`config.mk`:
```
export PLATFORM = sky130hd
export DESIGN_NAME = fir_cell
export DESIGN_NICKNAME = d
export VERILOG_FILES = /design/src/hdl/fir_filter_stream_defines.svh /design/src/hdl/fir_pkg.sv /design/src/hdl/fir_cell.sv
export SDC_FILE = /design/constraint.sdc
export NUM_CORES = 1
export LEC_CHECK = 0
export BUFFER_PORTS_ARGS = -buffer_cell sky130_fd_sc_hd__buf_2
export CORE_MARGIN = 5
export CORE_UTILIZATION = 55
export CTS_CLUSTER_DIAMETER = 40
export CTS_CLUSTER_SIZE = 20
export DETAILED_ROUTE_END_ITERATION = 6
export GPL_TIMING_DRIVEN = 0
export PLACE_DENSITY = 0.74
export SETUP_SLACK_MARGIN = 0.05
export SYNTH_ARGS = -nofsm -noshare
export SYNTH_HDL_FRONTEND = slang
export SYNTH_SLANG_ARGS = --single-unit
```
`constraint.sdc`:
```
create_clock -name aclk -period 13.89 [get_ports aclk]
set_input_delay 2.778 -clock aclk [delete_from_list [all_inputs] [get_ports aclk]]
set_output_delay 2.778 -clock aclk [all_outputs]
set_load 0.03 [all_outputs]
```
`src/hdl/fir_filter_stream_defines.svh`:
```
// Assertion macros shared by the FIR filter stream RTL.
// Depends on nothing; the asserting module must provide aclk and aresetn.
`ifndef FIR_FILTER_STREAM_DEFINES_SVH
`define FIR_FILTER_STREAM_DEFINES_SVH

// Same-cycle implication, disabled while reset is asserted.
`define FIR_ASSERT_NOW(label, ante, cons, msg) \
    label: assert property (@(posedge aclk) disable iff (!aresetn) (ante) |-> (cons)) \
        else $error(msg);

// Next-cycle implication, disabled while reset is asserted.
`define FIR_ASSERT_NEXT(label, ante, cons, msg) \
    label: assert property (@(posedge aclk) disable iff (!aresetn) (ante) |=> (cons)) \
        else $error(msg);

`endif

```
`src/hdl/fir_pkg.sv`:
```
// Package for the FIR filter stream: sizes, data types and shared codes.
// Depends on nothing.
package fir_pkg;

    // Filter size and coefficient register count.
    localparam int TAPS      = 8;
    localparam int NUM_COEF  = 8;
    localparam int CFG_IDX_W = $clog2(NUM_COEF);

    // Data widths.
    localparam int SAMPLE_W  = 16;
    localparam int COEF_W    = 16;
    localparam int PROD_W    = SAMPLE_W + COEF_W;
    localparam int FRAC_W    = 15;

    // Adder tree shape: at least one level, leaves padded to a power of two.
    localparam int LEVELS    = (TAPS > 1) ? $clog2(TAPS) : 1;
    localparam int NPAD      = 1 << LEVELS;
    localparam int ACC_W     = PROD_W + LEVELS;
    localparam int Y_W       = ACC_W - FRAC_W;

    // Pipeline registers from accept to the rounded result: product, tree, round.
    localparam int DEPTH     = LEVELS + 2;

    typedef logic signed [SAMPLE_W-1:0] sample_t;
    typedef logic signed [COEF_W-1:0]   coef_t;
    typedef logic signed [PROD_W-1:0]   prod_t;
    typedef logic signed [ACC_W-1:0]    acc_t;
    typedef logic signed [Y_W-1:0]      y_t;

    // Command codes carried in the low tuser bit.
    localparam logic CMD_PUSH  = 1'b0;
    localparam logic CMD_FLUSH = 1'b1;

    // Rounding and saturation constants.
    localparam acc_t ROUND_HALF = acc_t'(1) <<< (FRAC_W - 1);
    localparam y_t   Y_MAX      = y_t'(32767);
    localparam y_t   Y_MIN      = -y_t'(32768);

    // Control shared by every cell of the delay line.
    typedef struct packed {
        logic en;    // pipeline advances
        logic load;  // a beat is accepted: shift the delay line
        logic clr;   // the accepted beat starts a block
    } cell_ctrl_t;

    // One result beat.
    typedef struct packed {
        logic    clipped;
        sample_t filtered;
    } result_t;

endpackage

```
`src/hdl/fir_cell.sv`:
```
// One tap of the FIR delay line: a history register and a registered product.
// Depends on fir_pkg.
module fir_cell (
    input  logic                aclk,
    input  logic                aresetn,
    input  logic                first,    // tap 0 sees the new sample directly
    input  fir_pkg::cell_ctrl_t ctrl,
    input  fir_pkg::sample_t    tap_in,   // tap value of the neighbor closer to the input
    input  fir_pkg::coef_t      coef,
    output fir_pkg::sample_t    tap_out,  // tap value of this cell for the current beat
    output fir_pkg::prod_t      prod_reg
);

    fir_pkg::sample_t hist_reg;

    // A block start makes the stored history read as zero.
    always_comb begin
        if (first) begin
            tap_out = tap_in;
        end else if (ctrl.clr) begin
            tap_out = '0;
        end else begin
            tap_out = hist_reg;
        end
    end

    // The delay line moves one place on every accepted beat.
    always_ff @(posedge aclk) begin
        if (!aresetn) begin
            hist_reg <= '0;
        end else if (ctrl.load) begin
            hist_reg <= tap_in;
        end
    end

    // Product stage.
    always_ff @(posedge aclk) begin
        if (ctrl.en) begin
            prod_reg <= coef * tap_out;
        end
    end

endmodule

```
==> impl_metrics.ini <==
[place]
port_buffers = 83
pre_cts_ws_ns = 3.404
dp_hpwl_um = 24340
dpl_cell_area_um2 = 12360
place_inst = 1566
gp_congestion = 0.9492

[sta]
report.final.slew_viol_count = 0
hold_ws_ns = 0.5211
fmax_mhz = 97.54
final.setup_skew_ns = 0.005938
setup_viol = 0
min_period_ns = 10.25
timing.final.ws_setup_ns = 3.638
max_slew_margin_pct = 19.16
rsz0062_at_grt = false
tns_ns = 0
hold_violations = 0
worst_slew_pin_slew_ns = 1.205
period_share_pct = 73.81

[cells_and_area]
area_delta_synth_final_pct = 7.860
nets = 1680
utilization_pct = 59.92
fill_cells = 1800
drive_gt1_share_pct = 8.160
design_area_um2 = 12520
largest_register_ff_count = 32
antenna_cells = 0
final_cells = 1574

[yosys]
netlist.top_cell.by_area = fa_1
synth_top_area_share_pct = 45.20
syn_nets = 1590
yosysSeqAreaShare_pct = 11.04
yosys_warnings = 0
synth_area_um2 = 11600
ys_top_cells_by_area = fa_1 45%, inv_1 9.4%, ha_1 8.8%
yosysMostFrequentCell = inv_1
ys_seq_elements = 48
synthCells = 1208
synth_edf_count = 32
avgSynthCellArea_um2 = 9.607
ys_async_sr_fraction_pct = 0
synth_cell_type_count = 48
yosys-top-cells-count = 291 x inv_1, 262 x fa_1, 141 x nand2_1
synth_ff_type = edfxtp_1

[drt]
drt_first_pass_iters = 5
vias_per_cell = 5.300
routed_wl_um = 28960
drtIter0Drc = 484
wl_per_cell_um = 18.40
vias = 8342
drc = 0
antenna_left = 0

[worst_setup_path]
crit_type = input port to flip-flop
cp-end-kind = flip-flop
worst_setup_path_start_kind = input port
crit_required_ns = 13.97
worstPathMaxFanout = 10
crit_arrival_ns = 10.33

[clocking]
cts_made_buffers = 5
clk_pin_slew_ns = 0.07
cts_max_level = 2
holdBufCountCts = 0
cts-root-buf = clkbuf_16
clk_latency_ns = 0.30
cts.repair.resized = 0
cts_sinks = 48
tritoncts = done
cts_setup_buffers = 0
clockBufferDepth = 2

[power]
power.density_nw_per_um2 = 247.2
power.leakage_nw = 6.345
ir_worst_vdd_mv = 0.4521
power_mw = 3.094

[hold_path]
hold_class = flip-flop to flip-flop

[global_route]
grt_start_max_net_pins = 33
grt_pass1_vias = 9333
antenna_found_initial = 1
grt_pass1_wl_um = 47690
overflow = 0
grt.total_usage_pct = 25.39

[die]
die_w_um = 155.3
rows = 53
dieArea_um2 = 24100
initial_utilization_pct = 55.56
ios = 86
coreArea_um2 = 20890
die_h_um = 155.3

[status]
status = finished, final reports clean

[run]
cap_violations = 0
-- area by class of cell --
type                    count  area (µm²)  share of cell area (%)
well taps                 275       344.1                   2.749
repair buffers             83       415.4                   3.319
clock buffers               6       138.9                   1.110
flip-flops and latches     48        1281                   10.24
plain buffers              40       150.1                   1.200
inverters                 291        1092                   8.727
clock inverters             2       13.76                  0.1100
multi-input cells         829        9081                   72.55
-- path summary, 6_finish.rpt --
kind | slack, ns | cells past startpoint | startpoint | end
setup / recovery | 3.64 | 24 | first | prod_reg[25]
hold / removal | 0.52 | 2 | hist_reg[0] | hist_reg[0]
setup reg to reg | 6.45 | 21 | hist_reg[8] | prod_reg[25]
hold reg to reg | 0.52 | 2 | hist_reg[0] | hist_reg[0]
-- routing by layer --
| metal | vias up | part of all wire (%) | track usage (%) |
|---|---|---|---|
| met1 | 4218 | 38 | 31.25 |
| met5 | - | 0 | 0 |
| met4 | 0 | 4.6 | 9.837 |
| met2 | 273 | 52 | 45.29 |
| met3 | 88 | 5.4 | 3.644 |
| li1 | 3763 | - | - |
-- report_power, final --
part	switching, mW	internal [mW]	total, mW
clock network	0.0585	0.0722	0.131
logic	1.52	1.11	2.62
registers	0.0137	0.325	0.338
total	1.59	1.50	3.09
-- critical path, cell delays in order --
cell	delay [ns]
buf_2	0.12
clkbuf_1	0.32
clkbuf_1	0.45
nand2_1	0.10
o21ai_1	0.65
clkbuf_1	0.54
nand2_1	0.16
fa_1	0.53
inv_1	0.05
fa_1	0.48
fa_1	0.58
fa_1	0.43
fa_1	0.49
inv_1	0.05
fa_1	0.53
inv_1	0.06
ha_1	0.35
nand3_1	0.10
inv_1	0.09
nand3_1	0.19
a211oi_1	0.64
o21a_4	0.25
a21oi_1	0.07
o311ai_1	0.33
-- cells by family (layout without fill, tap and decap cells) --
kind of cell	Yosys count	after routing	synth area share [%]
AOI/OAI and AO/OA	90	90	5.197
buffers and inverters	331	422	10.71
muxes	17	17	1.477
DFF	48	48	11.04
adders and majority gates	344	344	54.04
xor gates and xnor gates	33	33	2.491
and+or+nand+nor	345	345	15.05
-- placed cells by master (no fill, tap or decap), types with 2 or more instances in the layout --
cell type  count
nor2b_1       32
o21a_1         2
nor2_1        24
a21boi_0       2
o21ai_0        9
fa_1         262
o311ai_1       2
nor3_1         4
edfxtp_1      32
nand4_1        2
a21oi_1       23
clkbuf_16      5
buf_2         83
xnor2_1       24
ha_1          82
and2_1       108
nand3_1        4
o211ai_1       4
a21o_1        12
nand2b_1      19
xor2_1         9
mux2i_1       16
inv_1        291
a211oi_1       6
or2_2          4
nor3b_1        2
clkbuf_1      40
dfxtp_1       16
nand2_1      141
o21ai_1       16
Note: power is estimated with default switching activity, not from simulation.
