$ cat config.mk
export PLATFORM = sky130hd
export DESIGN_NAME = fir_sat
export DESIGN_NICKNAME = d
export VERILOG_FILES = /design/src/hdl/fir_filter_stream_defines.svh /design/src/hdl/fir_pkg.sv /design/src/hdl/fir_sat.sv
export SDC_FILE = /design/constraint.sdc
export NUM_CORES = 1
export LEC_CHECK = 0
export ABC_AREA = 0
export BUFFER_PORTS_ARGS = -buffer_cell sky130_fd_sc_hd__buf_2
export CAP_MARGIN = 20
export CORE_ASPECT_RATIO = 1.75
export CORE_MARGIN = 3
export CORE_UTILIZATION = 41
export CTS_CLUSTER_DIAMETER = 120
export DETAILED_ROUTE_END_ITERATION = 16
export PLACE_DENSITY = 0.75
export SLEW_MARGIN = 5
export SYNTH_ARGS = -nofsm -noshare
export SYNTH_HDL_FRONTEND = slang
export SYNTH_SLANG_ARGS = --single-unit
$ cat constraint.sdc
create_clock -name aclk -period 2.04 [get_ports aclk]
set_input_delay 0 -clock aclk [delete_from_list [all_inputs] [get_ports aclk]]
set_output_delay 0 -clock aclk [all_outputs]
set_load 0.02 [all_outputs]
$ cat src/hdl/fir_filter_stream_defines.svh
// Assertion macros shared by the FIR filter stream RTL.
// Depends on nothing; the asserting module must provide aclk and aresetn.
`ifndef FIR_FILTER_STREAM_DEFINES_SVH
`define FIR_FILTER_STREAM_DEFINES_SVH

// Same-cycle implication, disabled while reset is asserted.
`define FIR_ASSERT_NOW(label, ante, cons, msg) \
    label: assert property (@(posedge aclk) disable iff (!aresetn) (ante) |-> (cons)) \
        else $error(msg);

// Next-cycle implication, disabled while reset is asserted.
`define FIR_ASSERT_NEXT(label, ante, cons, msg) \
    label: assert property (@(posedge aclk) disable iff (!aresetn) (ante) |=> (cons)) \
        else $error(msg);

`endif

$ cat src/hdl/fir_pkg.sv
// Package for the FIR filter stream: sizes, data types and shared codes.
// Depends on nothing.
package fir_pkg;

    // Filter size and coefficient register count.
    localparam int TAPS      = 8;
    localparam int NUM_COEF  = 8;
    localparam int CFG_IDX_W = $clog2(NUM_COEF);

    // Data widths.
    localparam int SAMPLE_W  = 16;
    localparam int COEF_W    = 16;
    localparam int PROD_W    = SAMPLE_W + COEF_W;
    localparam int FRAC_W    = 15;

    // Adder tree shape: at least one level, leaves padded to a power of two.
    localparam int LEVELS    = (TAPS > 1) ? $clog2(TAPS) : 1;
    localparam int NPAD      = 1 << LEVELS;
    localparam int ACC_W     = PROD_W + LEVELS;
    localparam int Y_W       = ACC_W - FRAC_W;

    // Pipeline registers from accept to the rounded result: product, tree, round.
    localparam int DEPTH     = LEVELS + 2;

    typedef logic signed [SAMPLE_W-1:0] sample_t;
    typedef logic signed [COEF_W-1:0]   coef_t;
    typedef logic signed [PROD_W-1:0]   prod_t;
    typedef logic signed [ACC_W-1:0]    acc_t;
    typedef logic signed [Y_W-1:0]      y_t;

    // Command codes carried in the low tuser bit.
    localparam logic CMD_PUSH  = 1'b0;
    localparam logic CMD_FLUSH = 1'b1;

    // Rounding and saturation constants.
    localparam acc_t ROUND_HALF = acc_t'(1) <<< (FRAC_W - 1);
    localparam y_t   Y_MAX      = y_t'(32767);
    localparam y_t   Y_MIN      = -y_t'(32768);

    // Control shared by every cell of the delay line.
    typedef struct packed {
        logic en;    // pipeline advances
        logic load;  // a beat is accepted: shift the delay line
        logic clr;   // the accepted beat starts a block
    } cell_ctrl_t;

    // One result beat.
    typedef struct packed {
        logic    clipped;
        sample_t filtered;
    } result_t;

endpackage

$ cat src/hdl/fir_sat.sv
// Rounds the Q20.15 sum half up to an integer and saturates it to 16 bits.
// Depends on fir_pkg.
module fir_sat (
    input  logic              aclk,
    input  logic              en,
    input  fir_pkg::acc_t     acc,
    output fir_pkg::result_t  res_reg
);

    fir_pkg::acc_t    rnd;
    fir_pkg::y_t      y;
    fir_pkg::result_t res_next;

    // Add one half, then drop the fraction bits (floor).
    assign rnd = acc + fir_pkg::ROUND_HALF;
    assign y   = rnd[fir_pkg::ACC_W-1:fir_pkg::FRAC_W];

    // Clamp to the 16-bit range and flag the clamp.
    always_comb begin
        if (y > fir_pkg::Y_MAX) begin
            res_next.filtered = fir_pkg::sample_t'(fir_pkg::Y_MAX);
            res_next.clipped  = 1'b1;
        end else if (y < fir_pkg::Y_MIN) begin
            res_next.filtered = fir_pkg::sample_t'(fir_pkg::Y_MIN);
            res_next.clipped  = 1'b1;
        end else begin
            res_next.filtered = y[fir_pkg::SAMPLE_W-1:0];
            res_next.clipped  = 1'b0;
        end
    end

    always_ff @(posedge aclk) begin
        if (en) begin
            res_reg <= res_next;
        end
    end

endmodule

==> metrics.md <==
| Metric | Value |
|---|---|
| Status | complete, no violations |
| Setup TNS | 0 ns |
| Crit path launch | acc[14] |
| CP Data Arrival Time | 1.92 ns |
| Clock sinks | 17 |
| Total grt overflow | 0 |
| Post-synth top area share | 45.28% |
| Highest Clock Rate | 549.6 MHz |
| Post-DRT Antenna Nets | 0 |
| Final Max Slew Viols | 0 |
| Slew Limit Headroom | 65.18% |
| Share of the clock period used by the worst path | 89.20% |
| Antenna violations before repair | 0 |
| Setup crit start kind | input pin |
| Min Hold Slack | 0.1690 ns |
| Worst vdd ir | 206.0 uV |
| Dpl ws | -0.004222 ns |
| Post-Place Cells | 177 |
| Vias in the first global route | 995 |
| Met3 Resource Use GR | 1.891% |
| Worst hold path startpoint | acc[29] |
| Mapped Nets | 146 |
| Max-cap violations | 0 |
| Die area | 3440 sq um |
| Hold buffers post-CTS | 0 |
| Top cell type by total area after synthesis | edfxtp_1 |
| 1st-pass router iterations | 4 |
| Static Leak | 0.5510 nW |
| Worst setup margin | 0.2204 ns |
| Global-route wire length before repair | 4029 um |
| CTS H-tree lvls | 1 |
| Synth top area cells | edfxtp_1 (45%), xnor2_1 (7.0%), a21oi_1 (6.7%), xor2_1 (5.4%), nand3_1 (3.1%) |
| Gpl congestion | 0.9176 |
| Share of cells above drive strength 1 | 36.13% |
| Ant diodes | 0 |
| Final Critical Period | 1.820 ns |
| Endpoints failing hold | 0 |
| CTS tree | yes |
| Synth Instances | 108 |
| Nets | 194 |
| DR vias/cell | 5.448 |
| DIE WIDTH | 45.64 um |
| Drc violations | 0 |
| Row cnt | 24 |
| WP data required | 2.14 ns |
| Overall global routing resource usage | 15.98% |
| Drt total wl | 2406 um |
| Post-DP HPWL | 2078 um |
| Top FF cell, synth | edfxtp_1 |
| Fillers | 220 |
| Most instantiated cells after synthesis | edfxtp_1 (17), a21oi_1 (15), xnor2_1 (9) |
| Most common cell in the netlist | edfxtp_1 |
| Endpoints failing setup | 0 |
| Worst-path fanout max | 13 |
| Detailed Route Iter0 Violations | 22 |
| Die H | 75.37 um |
| Crit. End Element | register |
| Post-CTS setup buffers | 0 |
| Average routed wire per standard cell | 13.29 um |
| Clock edge transition at the registers on the reported setup and hold paths | 0.06 ns |
| Final std cells w/o fill | 181 |
| Post-synth cell types | 32 |
| Met2 usage in global routing | 27.99% |
| IO Count | 54 |
| Area added between synthesis and finish | 26.19% |
| CTS buffer count | 3 |
| Worst-margin pin slew | 0.5154 ns |
| Mapped Area | 1127 sq um |
| Mapped Avg Cell Area | 10.44 sq um |
| Post-synth EDFFs | 17 |
| Root buffer cell | clkbuf_8 |
| Initial Util | 44.17% |
| Synth Register Bits | 17 |
| Sequential area share after synthesis | 45.28% |
| GRT met1 Usage | 15.81% |
| Largest net degree at the start of global routing | 18 |
| Hold Crit Class | in -> reg |
| Pwr/cell area | 610.6 nW/um^2 |
| Max clock buf depth | 2 |
| Critical path class | in -> reg |
| Core Footprint | 2552 sq um |
| Max reg flops | 17 |
| PostCTS Resize Cnt | 0 |
| Most crowded layer after global routing | met2 |
| Via count | 986 |
| PortBufs | 39 |
| RSZ-0062 raised after global routing | no |
| Ys async rst share | 0% |
| Yosys warnings | 0 |
| Final core utilization | 55.74% |
kinds of logic (layout without fill, tap and decap cells):
| kind of cell | after synthesis | after routing | synth area share (%) |
|---|---|---|---|
| XOR/XNOR | 17 | 17 | 13.87 |
| AND/OR/NAND/NOR | 45 | 45 | 24.09 |
| adder cells (fa/ha/maj) | 1 | 1 | 1.110 |
| AO/OA/AOI/OAI | 23 | 23 | 12.65 |
| flip-flops | 17 | 17 | 45.28 |
| buffers and inverters | 5 | 52 | 2.996 |
per-layer routing:
metal  share of wire, %  vias up  routed length [um]
met2                 55       33                1335
li1                   -      492                   -
met1                 34      449                 826
met3                4.6       12                 111
met4                5.4        0                 131
met5                  0        -                   0
worst max-delay path, stage by stage:
cell and delay, ns:
buf_2 0.11, ha_1 0.21, nand4_4 0.12, buf_4 0.17
nor4_1 0.43, nor3_1 0.08, a31oi_1 0.40, o21bai_4 0.19
a21oi_1 0.19
area by class of cell:
class	count	area (sq um)	share of cell area, %
Inverter	3	11.26	0.7916
Sequential cell	17	510.5	35.88
Multi-Input combinational cell	86	583.1	40.99
Tap cell	26	32.53	2.287
Timing Repair Buffer	45	240.2	16.89
Clock buffer	4	45.04	3.166
through the flow:
step	cell area (sq um)	power, mW
CTS	1423	0.8757
detailed placement	1378	0.6345
global route	1423	0.9119
floorplan	1127	0.5488
global placement	1378	0.6285
finish	1423	0.8687
layout by cell type (no fill, tap or decap):
cell,synthesis,layout
xnor2_1,9,9
nand4_4,1,1
clkbuf_1,0,1
edfxtp_1,17,17
nand4b_1,1,1
buf_4,0,6
a211oi_1,1,1
o21bai_4,1,1
nand3_2,1,1
ha_1,1,1
nand3_1,7,7
a21boi_0,2,2
nand2_1,6,6
or4_4,1,1
nor4b_1,1,1
a41oi_1,1,1
nor4_1,2,2
nor3_4,1,1
a21oi_1,15,15
buf_2,0,39
o21ai_0,1,1
o22ai_1,1,1
and3_1,2,2
and2_2,1,1
inv_1,3,3
nand4_1,2,2
clkbuf_8,0,3
xor2_2,1,1
nand2b_1,3,3
nor3b_1,1,1
or2_2,1,1
a31oi_1,1,1
nor3_1,6,6
nor2_1,8,8
xor2_1,7,7
power breakdown:
group / switching, mW / internal [mW] / leakage (nW)
clock network: 0.105 / 0.138 / 0.0228
registers: 0.00573 / 0.422 / 0.166
logic: 0.125 / 0.0736 / 0.362
worst paths after layout:
check	to	cells past startpoint
worst min-delay path	res_reg[14]	3
worst max-delay path	res_reg[13]	9
(Power assumes the default switching activity.)
