$ cat src/hdl/fir_filter_stream_defines.svh
// Assertion macros shared by the FIR filter stream RTL.
// Depends on nothing; the asserting module must provide aclk and aresetn.
`ifndef FIR_FILTER_STREAM_DEFINES_SVH
`define FIR_FILTER_STREAM_DEFINES_SVH

// Same-cycle implication, disabled while reset is asserted.
`define FIR_ASSERT_NOW(label, ante, cons, msg) \
    label: assert property (@(posedge aclk) disable iff (!aresetn) (ante) |-> (cons)) \
        else $error(msg);

// Next-cycle implication, disabled while reset is asserted.
`define FIR_ASSERT_NEXT(label, ante, cons, msg) \
    label: assert property (@(posedge aclk) disable iff (!aresetn) (ante) |=> (cons)) \
        else $error(msg);

`endif

$ cat src/hdl/fir_pkg.sv
// Package for the FIR filter stream: sizes, data types and shared codes.
// Depends on nothing.
package fir_pkg;

    // Filter size and coefficient register count.
    localparam int TAPS      = 8;
    localparam int NUM_COEF  = 8;
    localparam int CFG_IDX_W = $clog2(NUM_COEF);

    // Data widths.
    localparam int SAMPLE_W  = 16;
    localparam int COEF_W    = 16;
    localparam int PROD_W    = SAMPLE_W + COEF_W;
    localparam int FRAC_W    = 15;

    // Adder tree shape: at least one level, leaves padded to a power of two.
    localparam int LEVELS    = (TAPS > 1) ? $clog2(TAPS) : 1;
    localparam int NPAD      = 1 << LEVELS;
    localparam int ACC_W     = PROD_W + LEVELS;
    localparam int Y_W       = ACC_W - FRAC_W;

    // Pipeline registers from accept to the rounded result: product, tree, round.
    localparam int DEPTH     = LEVELS + 2;

    typedef logic signed [SAMPLE_W-1:0] sample_t;
    typedef logic signed [COEF_W-1:0]   coef_t;
    typedef logic signed [PROD_W-1:0]   prod_t;
    typedef logic signed [ACC_W-1:0]    acc_t;
    typedef logic signed [Y_W-1:0]      y_t;

    // Command codes carried in the low tuser bit.
    localparam logic CMD_PUSH  = 1'b0;
    localparam logic CMD_FLUSH = 1'b1;

    // Rounding and saturation constants.
    localparam acc_t ROUND_HALF = acc_t'(1) <<< (FRAC_W - 1);
    localparam y_t   Y_MAX      = y_t'(32767);
    localparam y_t   Y_MIN      = -y_t'(32768);

    // Control shared by every cell of the delay line.
    typedef struct packed {
        logic en;    // pipeline advances
        logic load;  // a beat is accepted: shift the delay line
        logic clr;   // the accepted beat starts a block
    } cell_ctrl_t;

    // One result beat.
    typedef struct packed {
        logic    clipped;
        sample_t filtered;
    } result_t;

endpackage

$ cat src/hdl/fir_tree.sv
// Registered binary adder tree that sums the tap products.
// Depends on fir_pkg.
module fir_tree (
    input  logic           aclk,
    input  logic           en,
    input  fir_pkg::prod_t prod [fir_pkg::TAPS],
    output fir_pkg::acc_t  sum
);

    fir_pkg::acc_t leaf    [fir_pkg::NPAD];
    fir_pkg::acc_t sum_reg [fir_pkg::LEVELS][fir_pkg::NPAD/2];

    // Sign-extend the products; pad leaves beyond the tap count with zero.
    for (genvar j = 0; j < fir_pkg::NPAD; j++) begin : g_leaf
        if (j < fir_pkg::TAPS) begin : g_used
            assign leaf[j] = fir_pkg::acc_t'(prod[j]);
        end else begin : g_pad
            assign leaf[j] = '0;
        end
    end

    // One register level per halving of the operand count.
    for (genvar l = 0; l < fir_pkg::LEVELS; l++) begin : g_level
        for (genvar j = 0; j < (fir_pkg::NPAD >> (l + 1)); j++) begin : g_node
            if (l == 0) begin : g_first
                always_ff @(posedge aclk) begin
                    if (en) begin
                        sum_reg[l][j] <= leaf[2*j] + leaf[2*j+1];
                    end
                end
            end else begin : g_upper
                always_ff @(posedge aclk) begin
                    if (en) begin
                        sum_reg[l][j] <= sum_reg[l-1][2*j] + sum_reg[l-1][2*j+1];
                    end
                end
            end
        end
    end

    assign sum = sum_reg[fir_pkg::LEVELS-1][0];

endmodule

$ cat config.mk
export PLATFORM = sky130hd
export DESIGN_NAME = fir_tree
export DESIGN_NICKNAME = d
export VERILOG_FILES = /design/src/hdl/fir_filter_stream_defines.svh /design/src/hdl/fir_pkg.sv /design/src/hdl/fir_tree.sv
export SDC_FILE = /design/constraint.sdc
export NUM_CORES = 1
export LEC_CHECK = 0
export BUFFER_PORTS_ARGS = -buffer_cell sky130_fd_sc_hd__buf_2
export CAP_MARGIN = 0
export CELL_PAD_IN_SITES_DETAIL_PLACEMENT = 1
export CELL_PAD_IN_SITES_GLOBAL_PLACEMENT = 2
export CORE_MARGIN = 3
export CORE_UTILIZATION = 37
export CTS_CLUSTER_SIZE = 30
export DETAILED_ROUTE_END_ITERATION = 7
export PLACE_DENSITY_LB_ADDON = 0.1
export SYNTH_ARGS = -nofsm -noshare
export SYNTH_HDL_FRONTEND = slang
export SYNTH_SLANG_ARGS = --single-unit
export TNS_END_PERCENT = 10
$ cat constraint.sdc
create_clock -name aclk -period 4.1 [get_ports aclk]
set_input_delay 0.41 -clock aclk [delete_from_list [all_inputs] [get_ports aclk]]
set_output_delay 0.41 -clock aclk [all_outputs]
set_load 0.02 [all_outputs]
==> impl_metrics.csv, run 1 <==
group,metric,value,unit
status,status,"finished, final reports clean",
power,vdd_drop_max,0.3404,mV
cells_and_area,drive_gt1_frac,0.1732,
critical_path,path_buf_inv,2,
global_routing,grt_antenna_before_repair,3,
cells_and_area,fill_cells,5802,
placement,portBuffers,292,
floorplan,core,50270,sq um
timing,slew_viol_final,0,
synth,synth.net_count,2374,
critical_path,worstSetupStartpointType,"flop",
critical_path,rrSetupSlack,0.63,ns
critical_path,crit_path_end_kind,"flop",
global_routing,grt_pass1_vias,15674,
synth,yosysSeqAreaShare,0.3775,
synth,syn_area_per_cell,10.02,sq um
floorplan,io_pins,293,
timing,rsz0062_at_grt,"no",
floorplan,start_util,0.3750,
timing,hold_slack,0.1661,ns
clocking,clockBufferDepth,3,
clocking,cts_tree,"built",
critical_path,path_class,"reg2reg",
clocking,numClockSinks,237,
critical_path,crit_top_cell,"o21ai_0",
floorplan,die_w,231.7,um
clocking,clock_latency,0.56,ns
cells_and_area,seq_area,7117,sq um
clocking,cts_setup_buffers,0,
timing,max_slew.worst_pin.slew,0.8428,ns
global_routing,grt_util_met1,0.2864,
clocking,cts-root-buf,"clkbuf_16",
power,pwr-share-seq,0.324,
power,power.density,574.5,nW/um^2
placement,placed_area,20810,sq um
clocking,cts.clk_slew.worst_paths,0.06,ns
cells_and_area,multiInputGateArea,11120,sq um
global_routing,busiest_layer,"met2",
timing,fmax,288.3,MHz
power,power_frac_clock,0.207,
power,power,0.01251,W
cells_and_area,antenna_cells,0,
critical_path,cp_max_fo,4,
global_routing,grt-ovfl-total,0,
route,ant_nets,0,
global_routing,track_usage,0.1965,
timing,maxSlewHeadroom,0.4355,
floorplan,num_rows,82,
critical_path,slowest_delay,0.45,ns
synth,synth_area,18850,sq um
route,post_drt_wl_per_cell,18.94,um
critical_path,critPathRequiredTime,4.37,ns
critical_path,slowest_stage,"a211oi_1",
critical_path,cp_top_family,"compound AO/OA/AOI/OAI gates",
power,p_sw,0.004824,W
critical_path,path_cells,"ha_1 -> inv_1 -> fa_1 -> nand2b_1 -> a211oi_1 -> o21ai_0 -> a22oi_1 -> buf_4 -> a21oi_1 -> o221ai_1 -> nand3_1 -> o2111ai_1 -> o21ai_0",
timing,final-setup-viol-count,0,
timing,tns,0,ns
global_routing,grtUsageMet3,0.02736,
global_routing,grt_max_degree,102,
power,combinationalPowerShare,0.469,
power,switching_share,0.3856,
synth,ys_warn_count,0,
route,routed_via_density,5.387,
synth,synthFlopType,"edfxtp_1",
global_routing,use_met2,0.3170,
cells_and_area,final_nets,2625,
power,internal_power,0.007687,W
route,wirelength,53520,um
synth,synth_edf_count,237,
timing,min_period_over_period,0.8461,
clocking,ctsHoldBuffers,0,
timing,final-hold-violation-count,0,
floorplan,dieHeight,231.7,um
route,dr_total_vias,15225,
clocking,htree_levels,1,
route,route.detailed.drc,0,
run,drv_cap,0,
synth,synth_cell_types,72,
global_routing,grt_pass1_wl,85190,um
placement,gp_congestion,0.8479,
synth,synthCells,1881,
cells_and_area,largest_reg_flops,237,
min_path,hold_path_class,"in2reg",
clocking,cts_buffers,28,
synth,synthArstFlopShare,0,
power,p_leak,9.330,nW
route,drt_first_iter_violations,893,
critical_path,cp.arrival,3.74,ns
cells_and_area,fin_area,21780,sq um
synth,ys_ff_latch,237,
route,firstDrtPassIters,5,
clocking,cts.repair.resized,0,
cells_and_area,areaGrowthSynthToFinish,15.52,%
floorplan,die_area,53700,sq um
timing,finClkSkew,0.01666,ns
placement,dp_hpwl,44560,um
timing,period_minus_slack,3.469,ns
==> final cells by class <==
| type | count | share of cell area |
|---|---|---|
| clock buffer | 30 | 0.03349 |
| clock inverter | 22 | 0.01103 |
| inverter | 52 | 0.008962 |
| multi-input combinational | 1516 | 0.5107 |
| sequential | 237 | 0.3268 |
| tap | 672 | 0.03861 |
| timing repair buffer | 297 | 0.07043 |
==> path summary, 6_finish.rpt <==
check,to,cells past startpoint,startpoint
worst max-delay path,sum_reg[0][244],13,sum_reg[0][0]
worst min-delay path,sum_reg[0][70],2,prod[160]
worst max register to register,sum_reg[0][244],13,sum_reg[0][0]
worst min register to register,sum_reg[0][385],1,sum_reg[0][245]
==> routing by layer <==
layer  part of all wire  vias to the layer above
met3              0.041                       44
met5            0.00024                        -
li1                   -                     7603
met1               0.50                     7320
met4              0.013                        2
met2               0.45                      256
==> power groups by stage <==
stage | Combinational (W) | Clock (W) | Sequential, W
after detailed placement | 0.00583 | 0 | 0.00412
after floorplan | 0.00443 | 0 | 0.00389
after global placement | 0.00573 | 0 | 0.00411
after global routing | 0.00656 | 0.00276 | 0.00412
after CTS | 0.00588 | 0.00265 | 0.00407
final | 0.00586 | 0.00259 | 0.00406
==> worst register-to-register path, stage by stage, from the launching register on <==
cell and delay, ns:
edfxtp_1 0.33, ha_1 0.21, inv_1 0.07, fa_1 0.40
nand2b_1 0.19, a211oi_1 0.45, o21ai_0 0.26, a22oi_1 0.20
buf_4 0.17, a21oi_1 0.12, o221ai_1 0.27, nand3_1 0.15
o2111ai_1 0.21, o21ai_0 0.17
==> synthesized netlist by cell type (38+ instances only) <==
cell      number  share of area
nand3_1       38          0.010
nand2_1      119          0.024
xnor2_1      138          0.064
a21o_1       109          0.043
clkbuf_1      40         0.0080
inv_1         52          0.010
nor2_1       100          0.020
edfxtp_1     237           0.38
xor2_1        70          0.033
a21oi_1      197          0.052
ha_1         228           0.15
o21ai_0      111          0.029
==> per-stage QoR <==
step                      setup WS [ns]    util  std cells
final                            0.6311  0.4332       2826
after global routing             0.2386  0.4332       2826
after CTS                        0.5944  0.4332       2826
after detailed placement         0.4281  0.4139       2774
after global placement           0.4850  0.4139       2774
after floorplan                   1.128       -       1881
==> cell usage in the layout (no fill, tap or decap), types with 6 or more instances in the layout <==
cell,instances
buf_2,291
edfxtp_1,237
ha_1,228
a21oi_1,197
xnor2_1,138
nand2_1,119
o21ai_0,111
a21o_1,109
nor2_1,100
xor2_1,70
inv_1,52
nand3_1,38
nand4_1,36
nand2b_1,33
a31oi_1,30
o21bai_1,29
clkbuf_16,29
nor2b_1,26
nor3_1,25
a211oi_1,25
o21a_1,23
and3_1,18
o211ai_1,12
and2_1,11
a211o_1,10
nor4_1,9
o31ai_1,9
clkinv_1,8
a31o_2,7
fa_1,7
a211oi_2,6
a21boi_0,6
o2111ai_1,6
==> cell families (layout without fill, tap and decap cells) <==
group | count (synthesis) | count (layout) | share of synthesized area
xor+xnor | 208 | 208 | 0.09663
flops | 237 | 237 | 0.3775
compound gates | 632 | 632 | 0.2195
simple gates | 439 | 439 | 0.1140
mux | 2 | 2 | 0.001128
buf+inv | 128 | 401 | 0.03252
fa+ha+maj | 235 | 235 | 0.1587
No activity file was read; power rests on OpenSTA's default activity.
==> run 2, diff against run 1 <==
--- a/config.mk
+++ b/config.mk
@@ -5,12 +5,13 @@
 export SDC_FILE = /design/constraint.sdc
 export NUM_CORES = 1
 export LEC_CHECK = 0
+export ABC_AREA = 1
 export BUFFER_PORTS_ARGS = -buffer_cell sky130_fd_sc_hd__buf_2
 export CAP_MARGIN = 0
 export CELL_PAD_IN_SITES_DETAIL_PLACEMENT = 1
 export CELL_PAD_IN_SITES_GLOBAL_PLACEMENT = 2
 export CORE_MARGIN = 3
-export CORE_UTILIZATION = 37
+export CORE_UTILIZATION = 33
 export CTS_CLUSTER_SIZE = 30
 export DETAILED_ROUTE_END_ITERATION = 7
 export PLACE_DENSITY_LB_ADDON = 0.1
==> constraint.sdc (replaced) <==
create_clock -name aclk -period 3.5 [get_ports aclk]
set_input_delay 0.35 -clock aclk [delete_from_list [all_inputs] [get_ports aclk]]
set_output_delay 0.35 -clock aclk [all_outputs]
set_load 0.02 [all_outputs]
==> run 2 against run 1 <==
Against the previous run: core utilization is 5.1 points lower; synthesized area increased by 25%; setup slack improved by 0.33 ns; non-clock buffer count down 2; cell count rose by 68%; first-iteration DRC count up 18%; sequential power increased by 13%; combinational power is 34% higher; clock power up 17%; clock skew fell by 0.0036 ns; largest power group unchanged; highest routed layer unchanged.
==> impl_metrics.csv, run 2 <==
group,metric,value,unit
timing,period_minus_slack,2.541,ns
status,status,"finished, final reports clean",
run,drv_cap,0,
cells_and_area,final_nets,4268,
route,drt_first_iter_violations,1052,
synth,synthFlopType,"edfxtp_1",
timing,fmax,393.5,MHz
timing,min_period_over_period,0.7261,
timing,max_slew.worst_pin.slew,0.6388,ns
route,ant_nets,0,
synth,synth_edf_count,237,
critical_path,path_buf_inv,2,
min_path,hold_path_class,"in2reg",
synth,synth.top_cell.area_share,0.3031,
route,routed_via_density,4.855,
route,firstDrtPassIters,5,
power,vdd_drop_max,0.4079,mV
floorplan,start_util,0.3341,
critical_path,crit_path_end_kind,"flop",
route,post_drt_wl_per_cell,18.21,um
timing,final-hold-violation-count,0,
route,wirelength,86220,um
global_routing,track_usage,0.2294,
placement,dp_hpwl,75810,um
synth,synth_cell_types,29,
power,p_leak,14.03,nW
global_routing,grt-ovfl-total,0,
min_path,hp-start,"prod[0]",
floorplan,core,70270,sq um
power,power.density,575.4,nW/um^2
cells_and_area,final_cell_mix,"nand2_1, inv_1, nor2_1, buf_2, a21oi_1",
clocking,cts-root-buf,"clkbuf_16",
cells_and_area,multiInputGateArea,13950,sq um
cells_and_area,antenna_cells,0,
clocking,htree_levels,1,
critical_path,r2r_start,"sum_reg[0][35]",
cells_and_area,seq_area,7117,sq um
clocking,cts_tree,"built",
synth,yosysSeqAreaShare,0.3031,
global_routing,grt_pass1_wl,134500,um
synth,yosys-top-cells-count,"nand2_1, inv_1, nor2_1, a21oi_1, edfxtp_1",
global_routing,grt_pass1_vias,24322,
floorplan,die_w,272.7,um
cells_and_area,areaGrowthSynthToFinish,14.43,%
critical_path,crit_top_cell,"nand2_1",
timing,slew_viol_final,0,
critical_path,cp_max_fo,4,
timing,tns,0,ns
synth,synth_area_leaders,"edfxtp_1, nand2_1, ha_1, inv_1, nor2_1",
synth,synth.net_count,3979,
synth,yosysMostFrequentCell,"nand2_1",
critical_path,cp_top_family,"simple AND/OR/NAND/NOR gates",
critical_path,cp.arrival,2.82,ns
critical_path,slowest_delay,0.41,ns
clocking,ctsHoldBuffers,0,
synth,ys_warn_count,0,
route,dr_total_vias,22987,
route,route.detailed.drc,0,
critical_path,critPathRequiredTime,3.78,ns
global_routing,grt_antenna_before_repair,4,
critical_path,startpoint,"sum_reg[0][35]",
synth,synthArstFlopShare,0,
clocking,clockBufferDepth,3,
floorplan,dieHeight,272.7,um
clocking,cts.repair.resized,0,
clocking,numClockSinks,237,
timing,maxSlewHeadroom,0.5741,
timing,hold_slack,0.07801,ns
clocking,cts_setup_buffers,0,
synth,synth_area_leader_cell,"edfxtp_1",
placement,placed_area,25910,sq um
synth,syn_area_per_cell,6.735,sq um
clocking,clock_latency,0.57,ns
floorplan,die_area,74380,sq um
floorplan,num_rows,97,
critical_path,slowest_stage,"fa_1",
cells_and_area,fin_area,26870,sq um
global_routing,grt_max_degree,73,
cells_and_area,drive_gt1_frac,0.1181,
critical_path,path_cells,"ha_1 -> inv_1 -> fa_1 -> inv_1 -> nand3_1 -> nand3_2 -> nand2_1 -> nand2_1 -> nand3_1 -> nand2_1 -> nand2_1 -> nand3_1 -> nand2_1",
cells_and_area,layout_commonest_cell,"nand2_1",
clocking,cts_buffers,29,
clocking,cts.clk_slew.worst_paths,0.06,ns
critical_path,worstSetupStartpointType,"flop",
cells_and_area,fill_cells,9098,
placement,gp_congestion,0.9282,
synth,ys_ff_latch,237,
synth,synth_area,23480,sq um
cells_and_area,largest_reg_flops,237,
floorplan,io_pins,293,
placement,portBuffers,292,
synth,synthCells,3486,
timing,finClkSkew,0.01302,ns
timing,rsz0062_at_grt,"no",
timing,final-setup-viol-count,0,
critical_path,path_class,"reg2reg",
run 2: changes by cell type in the layout (fill, tap and decap cells not counted), moves of 24 or more:
| cell | change |
|---|---|
| inv_1 | +517 |
| nor2_1 | +267 |
| xnor2_1 | -133 |
| a31oi_1 | -30 |
| a21o_1 | -97 |
| a21oi_1 | +46 |
| nand2b_1 | -33 |
| nor3_1 | +24 |
| nor2b_1 | -26 |
| nand3_1 | +112 |
| nand2_1 | +1039 |
| a211oi_1 | -25 |
| nand2_2 | +65 |
| xor2_1 | +37 |
run 2: metal layers:
| metal | global-route usage | routed length, um |
|---|---|---|
| met3 | 0.02371 | 3100 |
| met2 | 0.3913 | 39740 |
| met5 | 0 | 13 |
| met1 | 0.3165 | 41660 |
| met4 | 0.04151 | 1705 |
run 2: worst paths after layout:
path / end / slack [ns] / depth (start not counted)
max reg2reg: sum_reg[0][240] / 0.96 / 13
max: sum_reg[0][240] / 0.96 / 13
min reg2reg: sum_reg[0][385] / 0.55 / 1
min: sum_reg[0][0] / 0.08 / 2
run 2: layout make-up:
class / count / share of cell area
clock inverters: 21 / 0.008290
flip-flops and latches: 237 / 0.2649
clock buffers: 30 / 0.02715
inverters: 569 / 0.07950
well taps: 940 / 0.04378
multi-input cells: 2643 / 0.5194
repair buffers: 295 / 0.05700
run 2: worst register-to-register path, delay by kind of cell (launching register included):
kind                       cells  cell delay, ns
and+or+nand+nor                9            1.05
adders and majority gates      2            0.65
DFF                            1            0.34
buffers and inverters          2            0.20
run 2: kinds of logic (layout without fill, tap and decap cells):
group                      count (synthesis)  in the layout  synth area share
buffers and inverters                    606            915            0.1025
DFF                                      237            237            0.3031
adders and majority gates                235            235            0.1275
xor gates and xnor gates                 112            112           0.04178
AOI/OAI and AO/OA                        425            425           0.09609
and+or+nand+nor                         1871           1871            0.3290
run 2: through the flow:
| stage | setup WS, ns | total power, W | std cells | util |
|---|---|---|---|---|
| 2_1_floorplan | 1.589 | 0.009928 | 3486 | - |
| 3_3_place_gp | 1.032 | 0.01240 | 4684 | 0.3688 |
| 3_5_place_dp | 0.9935 | 0.01254 | 4684 | 0.3688 |
| 4_1_cts | 0.9626 | 0.01564 | 4735 | 0.3823 |
| 5_1_grt | 0.7447 | 0.01677 | 4735 | 0.3823 |
| 6_report | 0.9586 | 0.01546 | 4735 | 0.3823 |
run 2: where the power goes:
group	internal [W]	switching [W]
clock	0.00175	0.00128
sequential	0.00423	0.000367
combinational	0.00249	0.00534
total	0.00847	0.00699
